`config.mk`:
```
export PLATFORM = sky130hd
export DESIGN_NAME = cbc_mapper
export DESIGN_NICKNAME = d
export VERILOG_FILES = /design/src/rtl/cbc_pkg.sv /design/src/rtl/cbc_mapper.sv
export SDC_FILE = /design/constraint.sdc
export NUM_CORES = 1
export LEC_CHECK = 0
export ABC_AREA = 1
export ABC_CLOCK_PERIOD_IN_PS = 1100
export BUFFER_PORTS_ARGS = -buffer_cell sky130_fd_sc_hd__buf_2
export CAP_MARGIN = 20
export CORE_ASPECT_RATIO = 1.4
export CORE_MARGIN = 2
export CORE_UTILIZATION = 43
export CTS_BUF_LIST = sky130_fd_sc_hd__clkbuf_8 sky130_fd_sc_hd__clkbuf_16
export DETAILED_ROUTE_END_ITERATION = 10
export PLACE_DENSITY_LB_ADDON = 0.2
export SKIP_LAST_GASP = 1
export SYNTH_ARGS = -nofsm -noshare
export SYNTH_HDL_FRONTEND = slang
export SYNTH_SLANG_ARGS = --single-unit
```
`constraint.sdc`:
```
create_clock -name clk -period 1.1 [get_ports clk]
set_input_delay 0.055 -clock clk [delete_from_list [all_inputs] [get_ports clk]]
set_output_delay 0.055 -clock clk [all_outputs]
set_load 0.005 [all_outputs]
```
`src/rtl/cbc_pkg.sv`:
```
package cbc_pkg;

    localparam int RAM_BANK_COUNT_DEFAULT = 4;
    localparam int RAM_BANK_BYTES    = 8192;
    localparam int ROM_BANK_BYTES    = 16384;
    localparam int BANK_OFFSET_W     = $clog2(RAM_BANK_BYTES);
    localparam int ROM_OFFSET_W      = $clog2(ROM_BANK_BYTES);
    localparam int ROM_BANK_W        = 7;
    localparam int ROM_ADDR_W        = ROM_BANK_W + ROM_OFFSET_W;

    localparam logic [3:0] RAM_ENABLE_KEY = 4'hA;

    typedef enum logic [2:0] {
        ACT_ROM_READ   = 3'd0,
        ACT_CTRL_WRITE = 3'd1,
        ACT_RAM_READ   = 3'd2,
        ACT_RAM_WRITE  = 3'd3,
        ACT_BOOT_UNMAP = 3'd4
    } action_t;

    typedef enum logic [2:0] {
        SRC_OPEN  = 3'd0,
        SRC_BOOT  = 3'd1,
        SRC_ROM   = 3'd2,
        SRC_RAM   = 3'd3,
        SRC_WRITE = 3'd4
    } source_t;

    typedef enum logic [1:0] {
        REG_CART_KIND  = 2'd0,
        REG_ROM_SIZE   = 2'd1,
        REG_RAM_SIZE   = 2'd2,
        REG_BOOT_START = 2'd3
    } reg_index_t;

    localparam logic [1:0] RAM_SIZE_FOUR_BANKS = 2'd3;

    typedef struct packed {
        logic       cart_kind;
        logic [2:0] rom_size_code;
        logic [1:0] ram_size_code;
        logic       boot_start;
        logic       boot_load;
    } cfg_t;

    typedef struct packed {
        source_t                 src;
        logic [ROM_ADDR_W-1:0]   rom_address;
        logic                    ram_we;
        logic                    ram_re;
    } decode_t;

endpackage

```
`src/rtl/cbc_mapper.sv`:
```
module cbc_mapper #(
    parameter int RAM_BANK_COUNT = cbc_pkg::RAM_BANK_COUNT_DEFAULT,
    parameter int RAM_ADDR_W = $clog2(RAM_BANK_COUNT * cbc_pkg::RAM_BANK_BYTES)
) (
    input  logic                  clk,
    input  logic                  rst_n,
    input  cbc_pkg::cfg_t         cfg,
    input  logic                  fire,
    input  cbc_pkg::action_t      action,
    input  logic [15:0]           bus_address,
    input  logic [7:0]            write_data,
    output cbc_pkg::decode_t      dec,
    output logic [RAM_ADDR_W-1:0] ram_index
);

    localparam logic [1:0] BANK_WRAP [4] = '{
        2'(0 % RAM_BANK_COUNT), 2'(1 % RAM_BANK_COUNT),
        2'(2 % RAM_BANK_COUNT), 2'(3 % RAM_BANK_COUNT)
    };

    logic [3:0] ram_enable_nibble_reg, ram_enable_nibble_next;
    logic [4:0] low_bank_reg, low_bank_next;
    logic [1:0] upper_bits_reg, upper_bits_next;
    logic       banking_mode_reg, banking_mode_next;
    logic       boot_overlay_reg, boot_overlay_next;

    logic [8:0]                    mask_wide;
    logic [cbc_pkg::ROM_BANK_W-1:0] bank_mask;
    logic [cbc_pkg::ROM_BANK_W-1:0] rom_bank;
    logic                          ram_hit;
    logic [1:0]                    ram_bank;

    assign mask_wide = (9'd2 << cfg.rom_size_code) - 9'd1;
    assign bank_mask = mask_wide[cbc_pkg::ROM_BANK_W-1:0];

    always_comb
    begin
        if (bus_address[14])
            rom_bank = {upper_bits_reg, low_bank_reg} & bank_mask;
        else if (banking_mode_reg)
            rom_bank = {upper_bits_reg, 5'd0} & bank_mask;
        else
            rom_bank = '0;
    end

    // external ram window 0xa000-0xbfff
    assign ram_hit = cfg.cart_kind && (bus_address[15:13] == 3'b101)
                     && (ram_enable_nibble_reg == cbc_pkg::RAM_ENABLE_KEY)
                     && cfg.ram_size_code[1];
    assign ram_bank = BANK_WRAP[(cfg.ram_size_code == cbc_pkg::RAM_SIZE_FOUR_BANKS
                                 && banking_mode_reg) ? upper_bits_reg : 2'd0];
    assign ram_index = RAM_ADDR_W'({ram_bank, bus_address[cbc_pkg::BANK_OFFSET_W-1:0]});

    always_comb
    begin
        dec.src                = cbc_pkg::SRC_OPEN;
        dec.rom_address        = '0;
        dec.ram_we             = 1'b0;
        dec.ram_re             = 1'b0;
        ram_enable_nibble_next = ram_enable_nibble_reg;
        low_bank_next          = low_bank_reg;
        upper_bits_next        = upper_bits_reg;
        banking_mode_next      = banking_mode_reg;
        boot_overlay_next      = boot_overlay_reg;
        unique case (action)
            cbc_pkg::ACT_ROM_READ:
            begin
                if (bus_address[15:8] == 8'd0 && boot_overlay_reg)
                begin
                    dec.src         = cbc_pkg::SRC_BOOT;
                    dec.rom_address = cbc_pkg::ROM_ADDR_W'(bus_address);
                end
                else if (!bus_address[15])
                begin
                    dec.src = cbc_pkg::SRC_ROM;
                    if (cfg.cart_kind)
                        dec.rom_address = {rom_bank,
                                           bus_address[cbc_pkg::ROM_OFFSET_W-1:0]};
                    else
                        dec.rom_address = cbc_pkg::ROM_ADDR_W'(bus_address);
                end
            end
            cbc_pkg::ACT_CTRL_WRITE:
            begin
                dec.src = cbc_pkg::SRC_WRITE;
                if (cfg.cart_kind && !bus_address[15])
                begin
                    unique case (bus_address[14:13])
                        2'd0: ram_enable_nibble_next = write_data[3:0];
                        2'd1: low_bank_next = (write_data[4:0] == 5'd0) ? 5'd1
                                                                        : write_data[4:0];
                        2'd2: upper_bits_next = write_data[1:0];
                        default: banking_mode_next = write_data[0];
                    endcase
                end
            end
            cbc_pkg::ACT_RAM_READ:
            begin
                if (ram_hit)
                begin
                    dec.src    = cbc_pkg::SRC_RAM;
                    dec.ram_re = 1'b1;
                end
            end
            cbc_pkg::ACT_RAM_WRITE:
            begin
                dec.src    = cbc_pkg::SRC_WRITE;
                dec.ram_we = ram_hit;
            end
            cbc_pkg::ACT_BOOT_UNMAP:
            begin
                dec.src = cbc_pkg::SRC_WRITE;
                if (write_data != 8'd0)
                    boot_overlay_next = 1'b0;
            end
            default: ;
        endcase
    end

    always_ff @(posedge clk or negedge rst_n)
    begin
        if (!rst_n)
        begin
            ram_enable_nibble_reg <= 4'd0;
            low_bank_reg          <= 5'd1;
            upper_bits_reg        <= 2'd0;
            banking_mode_reg      <= 1'b0;
            boot_overlay_reg      <= 1'b0;
        end
        else
        begin
            if (fire)
            begin
                ram_enable_nibble_reg <= ram_enable_nibble_next;
                low_bank_reg          <= low_bank_next;
                upper_bits_reg        <= upper_bits_next;
                banking_mode_reg      <= banking_mode_next;
            end
            if (cfg.boot_load)
                boot_overlay_reg <= cfg.boot_start;
            else if (fire)
                boot_overlay_reg <= boot_overlay_next;
        end
    end

endmodule

```
==> reports/metrics.yaml, run 1 <==
status: "complete, but fails checks"
violations: "setup timing"
p_per_area_nw_per_um2: 789
min_path_type: "input port to flip-flop"
cts_buffers: 3
cts_max_level: 1
syn_inst: 214
syn_nets: 253
pwr-share-clk: 0.319
ys_warn_count: 0
cp-end-kind: "output pin"
final_cell_mix: "78 x buf_2, 66 x nand2_1, 39 x nor2_1"
portBuffers: 78
setup_violations: 7
largest_reg_flops: 5
setup_slack_ns: -0.132
swShare: 0.316
syn_area_um2: 1250
fin_crit_ns: 1.23
rsz0062_at_grt: "true"
grt_overflow: 0
avgRoutedWirePerCell_um: 10.2
worstPathMaxFanout: 2
synth_edf_count: 0
placeableCoreArea_um2: 2820
dpl.hpwl_mm: 2.83
comb_power_share: 0.278
finalSetupTns_ns: -0.722
synth_top_area_frac: 0.239
regArea_um2: 327
synth_ff_type: "dfrtp_1"
cts_tree: "done"
clock.fmax_ghz: 0.812
startpoint_type: "flip-flop"
dieHeight_um: 67.9
seq_power_share: 0.403
cp.arrival_ns: 1.18
layout_commonest_cell: "buf_2"
ys_types: 23
finalHoldViolCount: 0
multiInputGateArea_um2: 743
area_growth_pct: 37.0
fillCellCount: 324
antenna_found_initial: 0
max_slew.worst_pin.slew_ns: 0.310
start_util: 0.445
postRouteAntennaNets: 0
die_x_um: 49.7
p_int_uw: 927
grt_pass1_vias: 1303
ys_ff_latch: 13
ys_seq_area_frac: 0.260
slew_violations: 0
max_slew_margin: 0.794
clk_pin_slew_ns: 0.06
synth_area_leaders: "dfrtp_1 24%, nand2_1 21%, nor2_1 12%"
syn_area_per_cell_um2: 5.86
cts_sinks: 13
power.switching_uw: 429
cts-root-buf: "clkbuf_8"
stdcell_area_um2: 1720
yosys.area.top_type: "dfrtp_1"
required_ns: 1.04
final_layout_size_suffix_gt1_frac: 0.410
drtIter0Drc: 28
num_rows: 23
io_pins: 79
async_flop_share: 1.00
die_area_um2: 3370
vias: 1487
total_power_uw: 1360
drt_drc_violations_left: 0
utilization: 0.610
fin_skew_ns: 0
viasPerCell: 4.58
clock_latency_ns: 0.25
clockBufferDepth: 2
n_antenna_cell: 0
place_area_um2: 1620
grtUsageTotal: 0.208
drtPass1Iterations: 4
fin_crit_sh: 1.12
grt_pass1_wl_mm: 5.45
cellLeakagePower_uw: 0.00103
wirelength_mm: 3.32
grt_max_degree: 14
drv_cap: 0
peakVddDrop_mv: 0.802
gp_congestion: 0.850
criticalPathCategory: "flip-flop to output pin"
final_nets: 328
path summary, 6_finish.rpt:
kind / slack (ns) / end / cells after the start / startpoint
setup reg to reg: 0.32 / banking_mode_reg$_DFFE_PN0P_ / 3 / banking_mode_reg$_DFFE_PN0P_
min in group asynchronous: 0.22 / low_bank_reg[1]$_DFFE_PN0P_ / 2 / rst_n
setup / recovery: -0.13 / dec[0] / 6 / ram_enable_nibble_reg[0]$_DFFE_PN0P_
hold / removal: 0.01 / boot_overlay_reg$_DFFE_PN0P_ / 3 / cfg[1]
max in group asynchronous: 0.60 / low_bank_reg[0]$_DFFE_PN1P_ / 2 / rst_n
hold reg to reg: 0.47 / low_bank_reg[2]$_DFFE_PN0P_ / 2 / low_bank_reg[2]$_DFFE_PN0P_
worst max-delay path: stages (launching register included):
cell	delay, ns
dfrtp_1	0.38
inv_2	0.07
nand2_2	0.04
nor3_2	0.11
nand3_1	0.12
nor2_1	0.10
buf_2	0.11
Yosys cell counts (2+ instances only):
cell	number
nand4_1	5
nor2_2	2
dfrtp_1	12
buf_4	13
nand2_2	2
nor2_1	40
inv_2	7
o21ai_0	2
nor3_1	4
nand3_1	23
inv_1	21
nor2_4	3
nand2_1	69
a21oi_1	2
stage by stage:
stage               hold slack, ns  setup WS [ns]  instances
global route                0.0446         -0.242        325
floorplan                   -0.241          0.264        214
finish                      0.0132         -0.132        325
CTS                         0.0126         -0.130        325
global placement           -0.0410         0.0629        319
detailed placement         -0.0409         0.0371        319
per-layer routing:
| metal | part of all wire | global-route usage | vias to the layer above | wire length [um] |
|---|---|---|---|---|
| met5 | 0 | 0 | - | 0 |
| met2 | 0.52 | 0.412 | 53 | 1710 |
| li1 | - | - | 795 | - |
| met3 | 0.070 | 0.0284 | 5 | 234 |
| met1 | 0.40 | 0.220 | 634 | 1320 |
| met4 | 0.016 | 0.0833 | 0 | 53 |
power by group through the flow:
stage / combinational [uW] / sequential, uW / clock [uW]
2_1_floorplan: 208 / 544 / 0
3_3_place_gp: 352 / 550 / 0
3_5_place_dp: 357 / 552 / 0
4_1_cts: 369 / 544 / 431
5_1_grt: 430 / 552 / 451
6_report: 377 / 547 / 432
cells by family after synthesis:
family,after synthesis,synth area share
AND/OR/NAND/NOR,151,0.532
buffers and inverters,44,0.177
flip-flops,13,0.260
AO/OA/AOI/OAI,5,0.0199
adder cells (fa/ha/maj),1,0.00997
area by class of cell:
class / count / area share
Sequential cell: 13 / 0.190
Multi-Input combinational cell: 157 / 0.432
Inverter: 28 / 0.0611
Clock inverter: 1 / 0.00218
Tap cell: 37 / 0.0269
Timing Repair Buffer: 86 / 0.263
Clock buffer: 3 / 0.0240
timing repair:
action | in CTS | in global routing
resized for setup | 5 | 10
setup endpoints to repair | 7 | 11
pin swaps | 2 | 4
hold buffers | 1 | 0
buffers inserted | 1 | 0
hold endpoints to repair | 13 | 0
(Power assumes the default switching activity.)
==> run 2, diff against run 1 <==
Settings changed: MAX_ROUTING_LAYER set to met4.
==> run 2 against run 1 <==
The run still ends with setup timing left. Die area stayed put. Critical path depth unchanged. Sequential share of layout area did not move. Clock skew unchanged. Wire length hardly changed. Largest cell class unchanged. Total power barely moved. Cell count is the same.
==> reports/metrics.yaml, run 2 (synthesis gave the netlist of run 1 again) <==
violations: "setup timing"
fin_crit_ns: 1.23  # +0.000451 ns
dieHeight_um: 67.9  # unchanged
grtUsageTotal: 0.214  # +0.00598
r2r_slack_ns: 0.32  # about the same
wirelength_mm: 3.32  # about the same
cp-end-kind: "output pin"
dpl.hpwl_mm: 2.83  # unchanged
cp.arrival_ns: 1.18  # about the same
total_power_uw: 1360  # about the same
grt_overflow: 0  # unchanged
finalHoldViolCount: 0  # unchanged
num_rows: 23  # unchanged
peakVddDrop_mv: 0.801  # about the same
fin_skew_ns: 0  # unchanged
criticalPathCategory: "flip-flop to output pin"
startpoint_type: "flip-flop"
dp_cells: 319  # unchanged
worstPathMaxFanout: 2  # unchanged
gp_congestion: 0.864  # +1.6%
regArea_um2: 327  # unchanged
grt_pass1_wl_mm: 5.45  # unchanged
setup_slack_ns: -0.132  # -0.000451 ns
grt_pass1_vias: 1302  # -0.077%
reg2reg_from: "banking_mode_reg$_DFFE_PN0P_"
layout_commonest_cell: "buf_2"
avgRoutedWirePerCell_um: 10.2  # about the same
slew_violations: 0  # unchanged
vias: 1488  # +0.067%
clk_pin_slew_ns: 0.06  # about the same
cts_max_level: 1  # unchanged
drtPass1Iterations: 4  # unchanged
portBuffers: 78  # unchanged
fillCellCount: 324  # unchanged
cellLeakagePower_uw: 0.00103  # unchanged
antenna_found_initial: 0  # unchanged
drt_drc_violations_left: 0  # unchanged
max_slew.worst_pin.slew_ns: 0.310  # unchanged
final_cells: 325  # unchanged
min_path_type: "input port to flip-flop"
status: "complete, but fails checks"
final_cell_mix: "78 x buf_2, 66 x nand2_1, 39 x nor2_1"
crit_start: "ram_enable_nibble_reg[0]$_DFFE_PN0P_"
cts_buffers: 3  # unchanged
drtIter0Drc: 45  # +61%
drv_cap: 0  # unchanged
max_slew_margin: 0.794  # unchanged
place_ws_ns: 0.0371  # unchanged
clockBufferDepth: 2  # unchanged
endpoint: "dec[0]"
p_per_area_nw_per_um2: 789  # about the same
cts-root-buf: "clkbuf_8"
required_ns: 1.04  # about the same
rsz0062_at_grt: "true"
die_area_um2: 3370  # unchanged
start_util: 0.445  # unchanged
r2r-end: "banking_mode_reg$_DFFE_PN0P_"
placeableCoreArea_um2: 2820  # unchanged
final_nets: 328  # unchanged
grt_max_degree: 14  # unchanged
final_layout_size_suffix_gt1_frac: 0.410  # unchanged
cts_sinks: 13  # unchanged
n_antenna_cell: 0  # unchanged
multiInputGateArea_um2: 743  # unchanged
viasPerCell: 4.58  # about the same
clock.fmax_ghz: 0.812  # about the same
clock_latency_ns: 0.25  # about the same
cts_tree: "done"
io_pins: 79  # unchanged
setup_violations: 7  # unchanged
die_x_um: 49.7  # unchanged
rr_worst_depth: 3  # unchanged
largest_reg_flops: 5  # unchanged
area_growth_pct: 37.0  # unchanged
postRouteAntennaNets: 0  # unchanged
fin_crit_sh: 1.12  # about the same
run 2: routing by layer:
metal | global-route usage | share of wire
met5 | - | 0
met3 | 0.0284 | 0.070
met1 | 0.220 | 0.40
met2 | 0.412 | 0.51
met4 | 0.0833 | 0.017
run 2: how the worst min path moves through the flow:
stage | from | endpoint | slack [ns] | depth (start not counted)
5_1_grt | cfg[1] | boot_overlay_reg$_DFFE_PN0P_ | 0.04 | 3
4_1_cts | cfg[1] | boot_overlay_reg$_DFFE_PN0P_ | 0.01 | 3
3_3_place_gp | rst_n | low_bank_reg[2]$_DFFE_PN0P_ | -0.04 | 1
6_report | cfg[1] | boot_overlay_reg$_DFFE_PN0P_ | 0.01 | 3
3_5_place_dp | rst_n | low_bank_reg[1]$_DFFE_PN0P_ | -0.04 | 1
2_1_floorplan | rst_n | banking_mode_reg$_DFFE_PN0P_ | -0.24 | 0
run 2: layout make-up:
cell class / count / share of cell area
clock buffers: 3 / 0.0240
clock inverters: 1 / 0.00218
inverters: 28 / 0.0611
multi-input cells: 157 / 0.432
flip-flops and latches: 13 / 0.190
well taps: 37 / 0.0269
repair buffers: 86 / 0.263
run 2: metrics by stage:
stage	area, um^2	TNS (ns)	util	hold WS [ns]
floorplan	1250	0	-	-0.241
global placement	1620	0	0.574	-0.0410
detailed placement	1620	0	0.574	-0.0409
CTS	1690	-0.672	0.601	0.0126
global route	1720	-1.26	0.610	0.0446
finish	1720	-0.722	0.610	0.0132
run 2: repair_timing:
action | in CTS | in global routing
setup endpoints to repair | 7 | 11
setup buffers | 1 | 0
gates resized for setup | 5 | 10
hold buffers | 1 | 0
hold endpoints to repair | 13 | 0
pin swaps | 2 | 4
run 2: report_power, final:
part,internal [uW],switching [uW]
sequential,520,26.5
combinational,159,218
clock,247,185
run 2: worst max-delay path: stages (launching register included):
cell and delay (ns):
dfrtp_1 0.38, inv_2 0.07, nand2_2 0.04, nor3_2 0.11, nand3_1 0.12, nor2_1 0.10
buf_2 0.11
