## config.mk

```make
export PLATFORM = sky130hd
export DESIGN_NAME = cbc_cfg
export DESIGN_NICKNAME = d
export VERILOG_FILES = /design/src/rtl/cbc_pkg.sv /design/src/rtl/cbc_cfg.sv
export SDC_FILE = /design/constraint.sdc
export NUM_CORES = 1
export LEC_CHECK = 0
export BUFFER_PORTS_ARGS = -buffer_cell sky130_fd_sc_hd__buf_2
export CAP_MARGIN = 20
export CORE_ASPECT_RATIO = 0.9
export CORE_MARGIN = 2
export CORE_UTILIZATION = 34
export CTS_BUF_LIST = sky130_fd_sc_hd__clkbuf_4
export CTS_CLUSTER_SIZE = 14
export DETAILED_ROUTE_END_ITERATION = 10
export PLACE_DENSITY = 0.95
export SLEW_MARGIN = 10
export SYNTH_ARGS = -nofsm -noshare
export SYNTH_HDL_FRONTEND = slang
export SYNTH_SLANG_ARGS = --single-unit
export TNS_END_PERCENT = 50
```

## constraint.sdc

```tcl
create_clock -name clk -period 2.25 [get_ports clk]
set_clock_uncertainty 0.15 [all_clocks]
set_input_delay 0.3375 -clock clk [delete_from_list [all_inputs] [get_ports clk]]
set_output_delay 0.3375 -clock clk [all_outputs]
set_load 0.02 [all_outputs]
```

## src/rtl/cbc_pkg.sv

```systemverilog
package cbc_pkg;

    localparam int RAM_BANK_COUNT_DEFAULT = 4;
    localparam int RAM_BANK_BYTES    = 8192;
    localparam int ROM_BANK_BYTES    = 16384;
    localparam int BANK_OFFSET_W     = $clog2(RAM_BANK_BYTES);
    localparam int ROM_OFFSET_W      = $clog2(ROM_BANK_BYTES);
    localparam int ROM_BANK_W        = 7;
    localparam int ROM_ADDR_W        = ROM_BANK_W + ROM_OFFSET_W;

    localparam logic [3:0] RAM_ENABLE_KEY = 4'hA;

    typedef enum logic [2:0] {
        ACT_ROM_READ   = 3'd0,
        ACT_CTRL_WRITE = 3'd1,
        ACT_RAM_READ   = 3'd2,
        ACT_RAM_WRITE  = 3'd3,
        ACT_BOOT_UNMAP = 3'd4
    } action_t;

    typedef enum logic [2:0] {
        SRC_OPEN  = 3'd0,
        SRC_BOOT  = 3'd1,
        SRC_ROM   = 3'd2,
        SRC_RAM   = 3'd3,
        SRC_WRITE = 3'd4
    } source_t;

    typedef enum logic [1:0] {
        REG_CART_KIND  = 2'd0,
        REG_ROM_SIZE   = 2'd1,
        REG_RAM_SIZE   = 2'd2,
        REG_BOOT_START = 2'd3
    } reg_index_t;

    localparam logic [1:0] RAM_SIZE_FOUR_BANKS = 2'd3;

    typedef struct packed {
        logic       cart_kind;
        logic [2:0] rom_size_code;
        logic [1:0] ram_size_code;
        logic       boot_start;
        logic       boot_load;
    } cfg_t;

    typedef struct packed {
        source_t                 src;
        logic [ROM_ADDR_W-1:0]   rom_address;
        logic                    ram_we;
        logic                    ram_re;
    } decode_t;

endpackage

```

## src/rtl/cbc_cfg.sv

```systemverilog
module cbc_cfg (
    input  logic                clk,
    input  logic                rst_n,
    input  logic                psel,
    input  logic                penable,
    input  logic                pwrite,
    input  logic [3:0]          paddr,
    input  logic [31:0]         pwdata,
    output logic [31:0]         prdata,
    output logic                pready,
    output cbc_pkg::cfg_t       cfg
);

    logic       cart_kind_reg;
    logic [2:0] rom_size_code_reg;
    logic [1:0] ram_size_code_reg;
    logic       boot_start_reg;
    logic       wr_en;
    cbc_pkg::reg_index_t index;

    assign pready = 1'b1;
    assign wr_en  = psel && penable && pwrite;
    assign index  = cbc_pkg::reg_index_t'(paddr[3:2]);

    always_ff @(posedge clk or negedge rst_n)
    begin
        if (!rst_n)
        begin
            cart_kind_reg     <= 1'b1;
            rom_size_code_reg <= 3'd0;
            ram_size_code_reg <= 2'd0;
            boot_start_reg    <= 1'b0;
        end
        else if (wr_en)
        begin
            unique case (index)
                cbc_pkg::REG_CART_KIND:  cart_kind_reg     <= pwdata[0];
                cbc_pkg::REG_ROM_SIZE:   rom_size_code_reg <= pwdata[2:0];
                cbc_pkg::REG_RAM_SIZE:   ram_size_code_reg <= pwdata[1:0];
                cbc_pkg::REG_BOOT_START: boot_start_reg    <= pwdata[0];
                default: ;
            endcase
        end
    end

    always_comb
    begin
        unique case (index)
            cbc_pkg::REG_CART_KIND:  prdata = {31'd0, cart_kind_reg};
            cbc_pkg::REG_ROM_SIZE:   prdata = {29'd0, rom_size_code_reg};
            cbc_pkg::REG_RAM_SIZE:   prdata = {30'd0, ram_size_code_reg};
            cbc_pkg::REG_BOOT_START: prdata = {31'd0, boot_start_reg};
            default:                 prdata = 32'd0;
        endcase
    end

    // the strap write also reloads the live overlay flag
    always_comb
    begin
        cfg.cart_kind     = cart_kind_reg;
        cfg.rom_size_code = rom_size_code_reg;
        cfg.ram_size_code = ram_size_code_reg;
        cfg.boot_start    = pwdata[0];
        cfg.boot_load     = wr_en && (index == cbc_pkg::REG_BOOT_START);
    end

endmodule

```

==> reports/summary.txt, run 1 <==
Overall Global Routing Usage - 8.936%
Worst Hold Class - in -> reg
Critical Path Sink Type - primary output
flops & latches, synth - 7
Ports - 82
RSZ-0062 raised after global routing - no
Longest Clk Path Bufs - 2
internal cell power - 305.9 uW
HPWL after DPL - 747.8 um
Psw - 189.2 uW
worst slack, placed - 0.5354 ns
final setup TNS - 0 ns
GR peak layer - met2
Mapped Cells - 59
pin count of the biggest net entering global routing - 9
vias in the first global route - 332
DRT iter0 DRCs - 4
met3 GRT Util - 2.500%
final instance area - 634.4 um^2
CTS Root Cell - clkbuf_4
f_max - 557.3 MHz
critical path arrival - 1.31 ns
met2 GRT Util - 15.00%
routed length per instance - 8.567 um
Min Hold Slack - 0.1723 ns
post-DR vias/cell - 3.702
CTS tree - built
sequential share of power - 36.2%
Seq/Total Area, Yosys - 29.44%
clk slew on worst S/H paths - 0.05 ns
first-pass detailed-route iteration total - 2
Sink Count - 7
Slew Viols, Final - 0
max cap viols - 0
M1 GR Usage - 9.719%
input/output buffers - 20
clk_lat worst skew - 0.24 ns
ranking of synthesized cells by area - buf_4 (40%), dfrtp_1 (25%), mux2_2 (9.4%), mux2_4 (5.0%), dfstp_2 (4.4%)
minimum clock period - 1.794 ns
peak supply drop - 0.3386 mV
die span in y - 43.83 um
Netlist Area Pre-Place - 599.3 um^2
Via Count - 385
crit path kind - reg -> out
Max stage delay on crit path - 0.50 ns
Mean Syn Cell Area - 10.16 um^2
placed instance count - 99
Final WS setup - 0.4556 ns
Synth cell types - 16
critical path fanouts, max - 3
DRC Markers - 0
H-tree levels - 1
initial antenna violation count - 0
Horiz. Die Dim - 48.26 um
yosys warns - 0
status - finished, final reports clean
core area - 1664 um^2
Area growth syn-to-layout - 5.845%
fin nets - 122
die area - 2115 um^2
PD cells - 780.6 nW/um^2
CP max stage cell - mux4_1
Filler cells - 162
final wirelength - 891 um
routability cong. - 0.6762
Final Hold Viols - 0
Comb pwr share - 38.5%
post-route ant nets - 0
num rows - 14
Final period util - 79.75%
Initial Util - 36.02%
first-pass GRT wire length - 1.317 mm
startpoint class of the critical path - flip-flop
max reg flops - 3
diodes inserted - 0
layout cells sized above 1 - 42.50%
total gr overflow - 0
cts bufs inserted - 3
Post-DP Area - 594.3 um^2
Non-Filler Instances - 104
Synth area leader - buf_4
cell leakage power - 0.0003603 uW
Critical Path RT - 1.76 ns
switching portion of total power - 38.22%
worst path cell trace - mux4_1 > buf_2
Clk pwr share - 25.3%
final setup violation count - 0
Yosys top cell area share - 40.08%
## stage by stage
| stage | total power, uW | utilization, % |
|---|---|---|
| final | 495.2 | 38.12 |
| after global routing | 521.3 | 38.12 |
| after CTS | 500.3 | 38.12 |
| after detailed placement | 369.4 | 35.71 |
| after global placement | 364.9 | 35.71 |
| after floorplan | 359.5 | - |
## synth_stat cells (all sizes together)
library cell and count:
or3b 1, mux2 7, nand3 1, dfstp 1
o21ai 1, nand3b 1, conb 2, nor2 1
buf 32, and3b 1, nor3 1, nand2 2
dfrtp 6, nor3b 1, mux4 1
## critical path: cells and delay by family (launching register included)
kind	cells	cell delay (ns)
buffers and inverters	1	0.17
DFF	1	0.39
muxes	1	0.50
## routing by layer
metal / up-vias / wire length, um
li1: 172 / -
met1: 173 / 335
met2: 38 / 425
met3: 2 / 124
met4: 0 / 6
met5: - / 0
## path summary, 6_finish.rpt
check,cells past startpoint,from,endpoint,slack [ns]
min reg2reg,1,boot_start_reg,boot_start_reg,0.37
max reg2reg,1,rom_size_code_reg[0],rom_size_code_reg[0],1.31
min in group asynchronous,2,rst_n,ram_size_code_reg[0],0.30
max,2,rom_size_code_reg[0],prdata[0],0.46
max in group asynchronous,2,rst_n,cart_kind_reg,1.42
min,2,pwdata[2],rom_size_code_reg[2],0.17
## power groups by stage
| stage | clock (uW) | combinational, uW | sequential [uW] |
|---|---|---|---|
| 4_1_cts | 130 | 191 | 180 |
| 3_5_place_dp | 0 | 190 | 179 |
| 5_1_grt | 134 | 205 | 182 |
| 3_3_place_gp | 0 | 186 | 179 |
| 6_report | 125 | 190 | 179 |
| 2_1_floorplan | 0 | 156 | 203 |
## final cells by class
| class | count | area [um^2] | area share (%) |
|---|---|---|---|
| multi-input cells | 48 | 287.8 | 45.36 |
| repair buffers | 21 | 110.1 | 17.36 |
| clock buffers | 4 | 30.03 | 4.734 |
| well taps | 24 | 30.03 | 4.734 |
| flip-flops and latches | 7 | 176.4 | 27.81 |
## layout by cell type (no fill, tap or decap), drive strengths merged
master       count
nand2            2
clkbuf           4
nor3b            1
dfstp            1
buf             20
nor3             1
conb            30
or3b             1
mux4             1
nand3            1
dlygate4sd3      1
nor2             1
dfrtp            6
mux2             7
and3b            1
o21ai            1
nand3b           1
## cells by family (layout without fill, tap and decap cells)
kind of cell,after synthesis,count (layout),synth area share [%]
AOI/OAI and AO/OA,1,1,0.8343
buffers and inverters,32,25,40.08
DFF,7,7,29.44
muxes,8,8,18.79
other,2,30,1.253
and+or+nand+nor,9,9,9.602
## timing repair
action                    CTS  global route
hold endpoints to repair    7             0
buffers inserted            0             0
gates resized for setup     0             0
hold buffers                1             0
(Power assumes the default switching activity.)
==> run 2, diff against run 1 <==
--- a/config.mk
+++ b/config.mk
@@ -5,15 +5,16 @@
 export SDC_FILE = /design/constraint.sdc
 export NUM_CORES = 1
 export LEC_CHECK = 0
+export ABC_AREA = 1
 export BUFFER_PORTS_ARGS = -buffer_cell sky130_fd_sc_hd__buf_2
 export CAP_MARGIN = 20
 export CORE_ASPECT_RATIO = 0.9
 export CORE_MARGIN = 2
-export CORE_UTILIZATION = 34
+export CORE_UTILIZATION = 32
 export CTS_BUF_LIST = sky130_fd_sc_hd__clkbuf_4
 export CTS_CLUSTER_SIZE = 14
 export DETAILED_ROUTE_END_ITERATION = 10
-export PLACE_DENSITY = 0.95
+export PLACE_DENSITY = 0.9
 export SLEW_MARGIN = 10
 export SYNTH_ARGS = -nofsm -noshare
 export SYNTH_HDL_FRONTEND = slang
==> constraint.sdc (replaced) <==
create_clock -name clk -period 1.8 [get_ports clk]
set_clock_uncertainty 0.15 [all_clocks]
set_input_delay 0.27 -clock clk [delete_from_list [all_inputs] [get_ports clk]]
set_output_delay 0.27 -clock clk [all_outputs]
set_load 0.02 [all_outputs]
==> run 2 against run 1 <==
  * Synthesized cell count up 49%
  * Area after synthesis is 4.8% higher
  * Critical path depth rose by 1
  * Power increased by 20%
  * Worst setup slack worse by 0.17 ns
  * Highest routed layer is now met3
  * Largest power group is now sequential cells
  * Count of clock-buffer cells in the layout is the same
  * Flip-flop and latch count stayed put
  * Wire length grew 20%
==> reports/summary.txt, run 2 <==
yosys warns - 0 (unchanged)
Final WS setup - 0.2867 ns (-0.1689 ns)
layout cells sized above 1 - 28.44% (-14 points)
pin count of the biggest net entering global routing - 8 (-1)
first-pass GRT wire length - 1.552 mm (+18%)
Critical Path RT - 1.38 ns (-0.38 ns)
crit path kind - reg -> out
Worst R2R Start - cart_kind_reg
max cap viols - 0 (unchanged)
clk_lat worst skew - 0.25 ns (about the same)
Post-synth EDFFs - 0 (unchanged)
first-pass detailed-route iteration total - 4 (+2)
diodes inserted - 0 (unchanged)
CTS tree - built
status - finished, final reports clean
cell leakage power - 0.0004163 uW (+16%)
Area growth syn-to-layout - 5.777% (about the same)
startpoint class of the critical path - flip-flop
routability cong. - 0.7685 (+14%)
Horiz. Die Dim - 50.70 um (+5.1%)
Min Hold Slack - 0.07440 ns (-0.09785 ns)
max reg flops - 3 (unchanged)
peak supply drop - 0.2721 mV (-20%)
Initial Util - 33.47% (-2.5 points)
flops & latches, synth - 7 (unchanged)
vias in the first global route - 387 (+17%)
hold path endpoint - rom_size_code_reg[2]
ranking of synthesized cells by area - buf_4 (38%), dfrtp_1 (24%), nand2_1 (14%), nand3_1 (5.6%), dfstp_2 (4.2%)
min-delay src - pwdata[2]
num rows - 15 (+1)
Worst Reg-to-Reg Cells - 2 (+1)
Crit path max-delay family - flip-flops
Filler cells - 203 (+25%)
ys async rst share - 100.0% (unchanged)
final wirelength - 1.067 mm (+20%)
total gr overflow - 0 (unchanged)
Max stage delay on crit path - 0.54 ns (+0.04 ns)
R2R Path End - cart_kind_reg
DRT iter0 DRCs - 7 (+3)
CP max stage cell - dfstp_2
most frequent cells in the layout - conb_1 (30), nand2_1 (23), buf_2 (20)
final setup TNS - 0 ns (unchanged)
Critical Path Sink Type - primary output
Slew Viols, Final - 0 (unchanged)
Mean Syn Cell Area - 7.138 um^2 (-30%)
worst slack, placed - 0.4735 ns (-0.06191 ns)
f_max - 660.8 MHz
final setup violation count - 0 (unchanged)
CTS Root Cell - clkbuf_4
worst path cell trace - nand2_1 > nand4_1 > buf_2
Via Count - 503 (+31%)
Netlist Area Pre-Place - 628.1 um^2 (+4.8%)
hold_buf cts - 1 (unchanged)
top-count cell post-synth - buf_4
critical path fanouts, max - 3 (unchanged)
setup slack, reg-to-reg - 0.95 ns (-0.36 ns)
Sink Count - 7 (unchanged)
crit path buf inv count - 1 (unchanged)
H-tree levels - 1 (unchanged)
hold path depth - 3 (+1)
Longest Clk Path Bufs - 2 (unchanged)
DRC Markers - 0 (unchanged)
die area - 2334 um^2 (+10%)
fin nets - 151 (+24%)
Synth area leader - buf_4
Final period util - 84.07%
input/output buffers - 20 (unchanged)
RSZ-0062 raised after global routing - no
clk slew on worst S/H paths - 0.06 ns (about the same)
top cells by count, synth - buf_4 (32), nand2_1 (23), nand3_1 (7)
PD cells - 892.0 nW/um^2 (+14%)
Overall Global Routing Usage - 9.355% (+0.42 points)
routed length per instance - 7.963 um (-7.1%)
minimum clock period - 1.513 ns
post-route ant nets - 0 (unchanged)
Post-CTS Setup Repair Bufs - 0 (unchanged)
Mapped Cells - 88 (+49%)
Worst Hold Class - in -> reg
initial antenna violation count - 0 (unchanged)
cts bufs inserted - 3 (unchanged)
Seq/Total Area, Yosys - 28.09% (-1.3 points)
HPWL after DPL - 912.3 um (+22%)
Ports - 82 (unchanged)
critical path arrival - 1.09 ns (-0.22 ns)
post_cts resized - 0 (unchanged)
Synth cell types - 13 (-3)
core area - 1877 um^2 (+13%)
Yosys top cell area share - 38.25% (-1.8 points)
post-DR vias/cell - 3.754 (+1.4%)
leading cell type in the layout, fill and taps excluded - conb_1
die span in y - 46.03 um (+5.0%)
Main synth FF type - dfrtp_1
Final Hold Viols - 0 (unchanged)
run 2: worst max path at each step:
| stage | start | to | slack [ns] | cells past startpoint |
|---|---|---|---|---|
| 2_1_floorplan | rom_size_code_reg[2] | prdata[2] | 0.57 | 2 |
| 3_3_place_gp | paddr[2] | prdata[1] | 0.48 | 7 |
| 3_5_place_dp | paddr[2] | prdata[0] | 0.47 | 5 |
| 4_1_cts | cart_kind_reg | prdata[0] | 0.28 | 3 |
| 5_1_grt | cart_kind_reg | prdata[0] | 0.26 | 3 |
| 6_report | cart_kind_reg | prdata[0] | 0.29 | 3 |
run 2: kinds of logic after synthesis:
family	synth area share [%]
compound gates	2.390
buf+inv	41.83
flops	28.09
other cells	1.196
simple gates	26.49
run 2: worst register-to-register path, cell delays in order, from the launching register on:
cell	delay (ns)
dfstp_2	0.54
nand2_1	0.05
nand2_1	0.05
run 2: power breakdown:
part | switching [uW] | internal, uW | total [uW]
Sequential | 21.7 | 193 | 215
Combinational | 161 | 54.6 | 215
Clock | 62.7 | 100 | 163
run 2: through the flow:
| stage | cells | cell area, um^2 | power [uW] | utilization, % |
|---|---|---|---|---|
| 6_report | 134 | 664.4 | 592.6 | 35.40 |
| 5_1_grt | 134 | 664.4 | 625.3 | 35.40 |
| 4_1_cts | 134 | 664.4 | 594.4 | 35.40 |
| 3_5_place_dp | 129 | 624.3 | 432.0 | 33.27 |
| 3_3_place_gp | 129 | 624.3 | 426.8 | 33.27 |
| 2_1_floorplan | 116 | 733.2 | 422.0 | - |
run 2: cell type report:
cell class / count / area, um^2 / share of cell area, %
clock buffers: 4 / 30.03 / 4.520
inverters: 6 / 22.52 / 3.390
multi-input cells: 71 / 294.0 / 44.26
flip-flops and latches: 7 / 176.4 / 26.55
well taps: 25 / 31.28 / 4.708
repair buffers: 21 / 110.1 / 16.57
run 2: metal layers:
metal  vias up  part of all wire [%]  GRT usage, %
met5         -                     0             0
met4         0                     0         4.865
met3         0                    12         2.961
met2        36                    49         14.47
met1       215                    39         11.80
li1        252                     -             -
==> run 3, diff against run 2 <==
--- a/config.mk
+++ b/config.mk
@@ -10,11 +10,11 @@
 export CAP_MARGIN = 20
 export CORE_ASPECT_RATIO = 0.9
 export CORE_MARGIN = 2
-export CORE_UTILIZATION = 32
+export CORE_UTILIZATION = 29
 export CTS_BUF_LIST = sky130_fd_sc_hd__clkbuf_4
 export CTS_CLUSTER_SIZE = 14
 export DETAILED_ROUTE_END_ITERATION = 10
-export PLACE_DENSITY = 0.9
+export PLACE_DENSITY = 0.86
 export SLEW_MARGIN = 10
 export SYNTH_ARGS = -nofsm -noshare
 export SYNTH_HDL_FRONTEND = slang
==> constraint.sdc (replaced) <==
create_clock -name clk -period 1.3 [get_ports clk]
set_clock_uncertainty 0.15 [all_clocks]
set_input_delay 0.195 -clock clk [delete_from_list [all_inputs] [get_ports clk]]
set_output_delay 0.195 -clock clk [all_outputs]
set_load 0.02 [all_outputs]
==> run 3 against run 2 <==
  * Worst setup slack worse by 0.40 ns
  * Critical endpoint unchanged
  * Cell area rose by 0.75%
  * Utilization decreased by 1.4 points
  * Final cell count unchanged
  * Largest power group is now combinational cells
  * The run now ends with negative setup slack left
  * Register-to-register slack got worse by 0.50 ns
  * Power grew 38%
  * Die area up 9.5%
  * Sequential share of layout area down 0.20 points
  * Wire length is 0.28% higher
  * Critical path depth is the same
  * Largest cell class unchanged
  * Count of clock-buffer cells in the layout unchanged
  * Global-route usage down 0.61 points
==> reports/summary.txt, run 3 (same netlist as run 2, synthesis figures left out) <==
status - finished with violations
failing checks - negative setup slack
final setup violation count - 1 (+1)
first-pass detailed-route iteration total - 4 (unchanged)
Comb pwr share - 37.2% (+0.9 points)
routed length per instance - 7.985 um (+0.28%)
post-route ant nets - 0 (unchanged)
startpoint class of the critical path - flip-flop
Post-DP Area - 624.3 um^2 (unchanged)
DRT iter0 DRCs - 7 (unchanged)
Crit path max-delay family - flip-flops
core area - 1971 um^2 (+5.0%)
HPWL after DPL - 883.7 um (-3.1%)
Clk pwr share - 26.4% (-1.0 points)
Multi-input gate area - 294.0 um^2 (unchanged)
Area growth syn-to-layout - 6.574%
critical path arrival - 1.07 ns (-0.02 ns)
Seq. cell area - 176.4 um^2 (unchanged)
diodes inserted - 0 (unchanged)
fin nets - 151 (unchanged)
setup slack, reg-to-reg - 0.45 ns (-0.50 ns)
peak supply drop - 0.3212 mV (+18%)
Critical Path Sink Type - primary output
Final Hold Viols - 0 (unchanged)
clk_lat worst skew - 0.24 ns (about the same)
Worst R2R Start - cart_kind_reg
critical path fanouts, max - 3 (unchanged)
max cap viols - 0 (unchanged)
Filler cells - 223 (+9.9%)
Sink Count - 7 (unchanged)
total gr overflow - 0 (unchanged)
CTS Root Cell - clkbuf_4
layout cells sized above 1 - 28.44% (unchanged)
die span in y - 48.15 um (+4.6%)
Max stage delay on crit path - 0.54 ns (about the same)
initial antenna violation count - 0 (unchanged)
vias in the first global route - 409 (+5.7%)
Critical Path RT - 0.95 ns (-0.43 ns)
final instance area - 669.4 um^2 (+0.75%)
Psw - 330.2 uW (+35%)
Critical Path Source - cart_kind_reg
CTS tree - built
R2R Path End - cart_kind_reg
Worst path depth - 3 (unchanged)
routability cong. - 0.7327 (-4.7%)
switching portion of total power - 40.48% (-0.86 points)
final wirelength - 1.070 mm (+0.28%)
die area - 2555 um^2 (+9.5%)
leading cell type in the layout, fill and taps excluded - conb_1
Horiz. Die Dim - 53.06 um (+4.6%)
RSZ-0062 raised after global routing - yes
most frequent cells in the layout - conb_1 (30), nand2_1 (23), buf_2 (18)
input/output buffers - 20 (unchanged)
worst slack, placed - 0.1209 ns (-0.3526 ns)
crit path kind - reg -> out
crit path buf inv count - 1 (unchanged)
Overall Global Routing Usage - 8.745% (-0.61 points)
Ports - 82 (unchanged)
Via Count - 500 (-0.60%)
Post-CTS Setup Repair Bufs - 0 (unchanged)
clk slew on worst S/H paths - 0.05 ns (about the same)
cts bufs inserted - 3 (unchanged)
Worst Reg-to-Reg Cells - 2 (unchanged)
Longest Clk Path Bufs - 2 (unchanged)
worst path cell trace - nand2_1 > nand4_1 > buf_4
cell leakage power - 0.0004166 uW (about the same)
end point of the critical path - prdata[0]
H-tree levels - 1 (unchanged)
max reg flops - 3 (unchanged)
PD cells - 1219 nW/um^2 (+37%)
minimum clock period - 1.413 ns
num rows - 15 (unchanged)
sequential share of power - 36.4% (+0.2 points)
Final period util - 108.7%
first-pass GRT wire length - 1.600 mm (+3.1%)
post-DR vias/cell - 3.731 (-0.60%)
Initial Util - 31.87% (-1.6 points)
pin count of the biggest net entering global routing - 8 (unchanged)
Final WS setup - -0.1130 ns (-0.3998 ns)
f_max - 707.7 MHz
CP max stage cell - dfstp_2
Worst Hold Class - in -> reg
internal cell power - 485.5 uW (+40%)
DRC Markers - 0 (unchanged)
Slew Viols, Final - 0 (unchanged)
-- run 3: changes by cell type in the layout (fill, tap and decap cells not counted) --
cell	delta
buf_4	+2
buf_2	-2
-- run 3: how the worst min path moves through the flow --
stage / from / end / cells past startpoint
2_1_floorplan: rst_n / boot_start_reg / 0
3_5_place_dp: rst_n / boot_start_reg / 1
4_1_cts: pwdata[2] / rom_size_code_reg[2] / 3
6_report: pwdata[2] / rom_size_code_reg[2] / 3
3_3_place_gp: rst_n / boot_start_reg / 1
5_1_grt: pwdata[2] / rom_size_code_reg[2] / 3
-- run 3: cell type report --
| cell class | instances | area share [%] |
|---|---|---|
| repair buffers | 21 | 17.20 |
| inverters | 6 | 3.364 |
| flip-flops and latches | 7 | 26.36 |
| multi-input cells | 71 | 43.93 |
| clock buffers | 4 | 4.486 |
| well taps | 25 | 4.673 |
-- run 3: per-layer routing --
| metal | vias to the layer above | GRT usage (%) | wire length, um |
|---|---|---|---|
| met1 | 218 | 9.074 | 404 |
| met4 | 0 | 4.615 | 9 |
| met3 | 2 | 2.761 | 124 |
| met5 | - | 0 | 0 |
| li1 | 250 | - | - |
| met2 | 30 | 16.25 | 532 |
-- run 3: stage by stage --
| stage | hold slack (ns) | instances | utilization (%) | setup TNS (ns) | power (uW) |
|---|---|---|---|---|---|
| floorplan | -0.2506 | 116 | - | 0 | 584.3 |
| global placement | -0.1148 | 129 | 31.68 | 0 | 593.1 |
| detailed placement | -0.1130 | 129 | 31.68 | 0 | 597.9 |
| CTS | 0.006429 | 134 | 33.84 | -0.1039 | 823.3 |
| global route | 0.01878 | 134 | 33.97 | -0.1821 | 871.5 |
| finish | 0.009930 | 134 | 33.97 | -0.1130 | 815.7 |
-- run 3: what timing repair did --
item,in CTS,in global routing
setup endpoints to repair,1,3
hold buffers,1,0
gates resized for setup,1,1
endpoints found under the hold margin,7,0
-- run 3: power by group through the flow --
stage	sequential (uW)	combinational, uW	clock [uW]
CTS	298	303	222
detailed placement	302	296	0
finish	297	304	215
floorplan	338	247	0
global route	305	334	233
global placement	300	293	0
-- run 3: tightest hold or removal path, cell delays in order --
cell     delay (ns)
buf_2          0.08
nand2_1        0.04
nand2_1        0.05
